<file path="src/hdl/mcop_mul.sv">
`default_nettype none
// Shared 33x33 signed multiplier with registered product.
module mcop_mul (
    input  wire         i_clk,
    input  wire  [32:0] i_a,
    input  wire  [32:0] i_b,
    output logic [65:0] o_p
);
    always_ff @(posedge i_clk) begin
        o_p <= 66'($signed(i_a) * $signed(i_b));
    end
endmodule
`default_nettype wire

</file>
<file path="config.mk">
export PLATFORM = sky130hd
export DESIGN_NAME = mcop_mul
export DESIGN_NICKNAME = d
export VERILOG_FILES = /design/src/hdl/mcop_mul.sv
export SDC_FILE = /design/constraint.sdc
export NUM_CORES = 2
export LEC_CHECK = 0
export ABC_AREA = 1
export BUFFER_PORTS_ARGS = -buffer_cell sky130_fd_sc_hd__buf_4
export CELL_PAD_IN_SITES_DETAIL_PLACEMENT = 2
export CELL_PAD_IN_SITES_GLOBAL_PLACEMENT = 2
export CORE_MARGIN = 2
export CORE_UTILIZATION = 36
export DETAILED_ROUTE_END_ITERATION = 7
export PLACE_DENSITY = 0.81
export SLEW_MARGIN = 20
export SYNTH_ARGS = -nofsm -noshare
export SYNTH_HDL_FRONTEND = slang
export SYNTH_SLANG_ARGS = --single-unit
</file>
<file path="constraint.sdc">
create_clock -name i_clk -period 6.78 [get_ports i_clk]
set_input_delay 0.339 -clock i_clk [delete_from_list [all_inputs] [get_ports i_clk]]
set_output_delay 0.339 -clock i_clk [all_outputs]
set_load 0.01 [all_outputs]
</file>
==> key figures <==
Run status
  • Outcome: finished, violations left
  • Failing checks: negative setup slack

Layout
  • Max FFs per register: between 60 and 70
  • Biggest register: o_p
  • Total Nets Final: 7384
  • Most frequent cells in the layout: inv_1 (1791), nand2_1 (1360), fa_1 (1060), buf_4 (508), ha_1 (172)
  • Area growth syn-to-layout: 23.89%
  • Fill count: ~13000
  • Layout cells sized above 1: a little over a fifth
  • Commonest non-fill, non-tap cell in the layout: inv_1
  • Top Registers: o_p (66)

Global route
  • Vias in the first global route: ~50000
  • First-pass GRT wire length: 332900 µm
  • Gr ovfl total: 0
  • Initial antenna violation count: 41
  • Pin count of the biggest net entering global routing: 28
  • Total GRT Usage: 37.42%

Yosys
  • Synth Area in Compound Gates: 1.377%
  • Seq/Total Area, Yosys: under 10%
  • Synth warn: 0
  • Multiplexer area fraction after synthesis: 0%
  • Yosys top cell area share: 53.09%
  • Simple-gate share of the synthesized area: approximately 17%
  • Yosys cell types: 35
  • Largest family of logic cells by synthesized area: adder cells
  • Synth Net Count: approximately 7000
  • Post-synthesis register bit count: 66
  • Synth Cell Area: approximately 0.043 mm²
  • Post-Syn Instances: 5543
  • Area contributors post-synth: fa_1 (53%), inv_1 (16%), nand2_1 (13%)
  • Largest area contributor in the netlist: fa_1
  • Syn avg cell area: 7.789 µm²
  • XOR/XNOR Fraction of Synth Area: less than 1%
  • Adder-Cell Fraction of Synth Area: about three fifths

STA
  • RSZ-0062 raised after global routing: true
  • Final period util: 147.3%
  • Clock period minus worst slack: between 9000 and 10000 ps
  • Final setup margin: -3207 ps
  • Final Hold Fails: 0
  • Relative slew slack: between 30 and 40%
  • Fmax: roughly 100 MHz
  • # setup viols final: 47
  • Least-Margin Pin Slew: between 1000 and 1500 ps
  • Fin. max-slew vios: 0

Placed design
  • GPL Wtd Cong: around 0.88
  • I/O Buffers: roughly 130
  • Post-Place Worst Slack: -974.3 ps
  • HPWL after detailed placement: between 150000 and 200000 µm

Floorplan
  • Core area: about 0.12 mm²
  • # IOs: between 100 and 150
  • FP Rows: 127
  • Die Span X: 350.3 µm
  • Die Y: between 300 and 400 µm
  • Die ar.: between 0.1 and 0.15 mm²
  • Initial Util: a little over a third

Setup path
  • Startpoint types: primary input
  • Worst endpoint data arrival time: between 10000 and 15000 ps
  • Kind of critical path: primary input to register
  • Max FO, Critical Path: 6
  • Crit path capture type: register
  • Worst EP required: about 7100 ps

Route
  • Residual DRC: 0
  • Final ANT Viol Nets: 0
  • DR vias: between 40000 and 50000
  • Initial DRC count: approximately 4600
  • Via density: 5.880
  • WL per Instance: between 40 and 50 µm
  • Final wirelength: ~300000 µm
  • First-pass detailed-route iteration total: 6

Min path
  • Type of the most critical hold path: primary input to register

Clocking
  • TritonCTS clock tree: built
  • CTS buffer count: 9
  • # clock sinks: between 60 and 70
  • Bufs on Longest Clock Path: 2
  • # H-tree levels: 3
  • Register clock-pin slew on the reported worst setup and hold paths: approximately 80 ps
  • CTS root buf: clkbuf_16

Job
  • Max Cap Viol: 0
## stage by stage
stage | utilization, % | instances | hold slack, ps | setup TNS [ps] | area, µm²
after detailed placement | 40.97 | 7446 | 734.0 | -29690 | 48960
after floorplan | - | 5543 | 602.6 | 0 | 43180
final | 44.76 | 7591 | 619.4 | -86960 | 53490
after CTS | 42.38 | 7506 | 549.3 | -48.01 | 50640
after global routing | 44.74 | 7579 | 626.6 | -76990 | 53460
after global placement | 40.97 | 7446 | 733.7 | -8604 | 48960
## final cells by class
cell class              instances  area, µm²  share of cell area [%]
diodes                         19      47.55                 0.08889
clock buffers                   9      225.2                  0.4211
clock inverters                 7      53.80                  0.1006
inverters                    1895       7124                   13.32
multi-input cells            3319      36170                   67.62
flip-flops and latches         66       1321                   2.470
well taps                    1612       2017                   3.771
repair buffers                664       6530                   12.21
## worst max-delay path, stage by stage
cell	delay, ps
buf_16	160
buf_4	200
nand2_1	560
fa_1	1210
inv_1	190
fa_1	570
inv_1	60
fa_1	530
inv_1	530
fa_2	600
fa_2	910
fa_1	540
fa_2	440
inv_1	140
fa_1	800
inv_1	180
ha_2	470
nand2_2	160
nor2_4	210
nand2_2	120
inv_2	130
nand2_4	90
nor3_4	530
nand2_2	240
nand4_1	190
nand2_2	100
## cells by family (layout without fill, tap and decap cells)
kind of cell / after synthesis / after routing
AO/OA/AOI/OAI: 106 / 106
flip-flops: 66 / 66
buffers and inverters: 2158 / 2575
XOR/XNOR: 41 / 41
AND/OR/NAND/NOR: 1810 / 1810
other: 0 / 19
adder cells (fa/ha/maj): 1362 / 1362
## repair_timing
item,CTS,global route
setup endpoints to repair,44,47
hold buffers,0,0
pin swaps,54,222
gates cloned,2,1
resized for setup,284,647
buffers inserted,43,66
## cell usage after synthesis, drive strengths merged
library cell / count
nand2: 1534
nand4: 19
inv: 1895
o21bai: 14
buf: 1
xor2: 37
or2: 6
a21oi: 65
clkbuf: 262
xnor2: 4
fa: 1145
a21o: 2
ha: 217
o21a: 1
o21ai: 23
dfxtp: 66
nor4: 5
nand3b: 3
a21boi: 1
and2: 3
nor3: 8
nand3: 78
nor2: 154
## final timing paths
path,from,end,cells after the start
setup / recovery,i_a[29],o_p[50],26
hold / removal,i_a[0],o_p[0],4
## routing by layer
layer	routed length (µm)	track usage (%)	share of wire, %
met5	1204	0	0.39
met4	43020	33.04	14
met3	38380	6.738	12
met2	137600	68.58	45
met1	88070	35.80	29
Power is not shown: default switching activity piles up to over one toggle a cycle in this logic, so the estimate is an artifact.
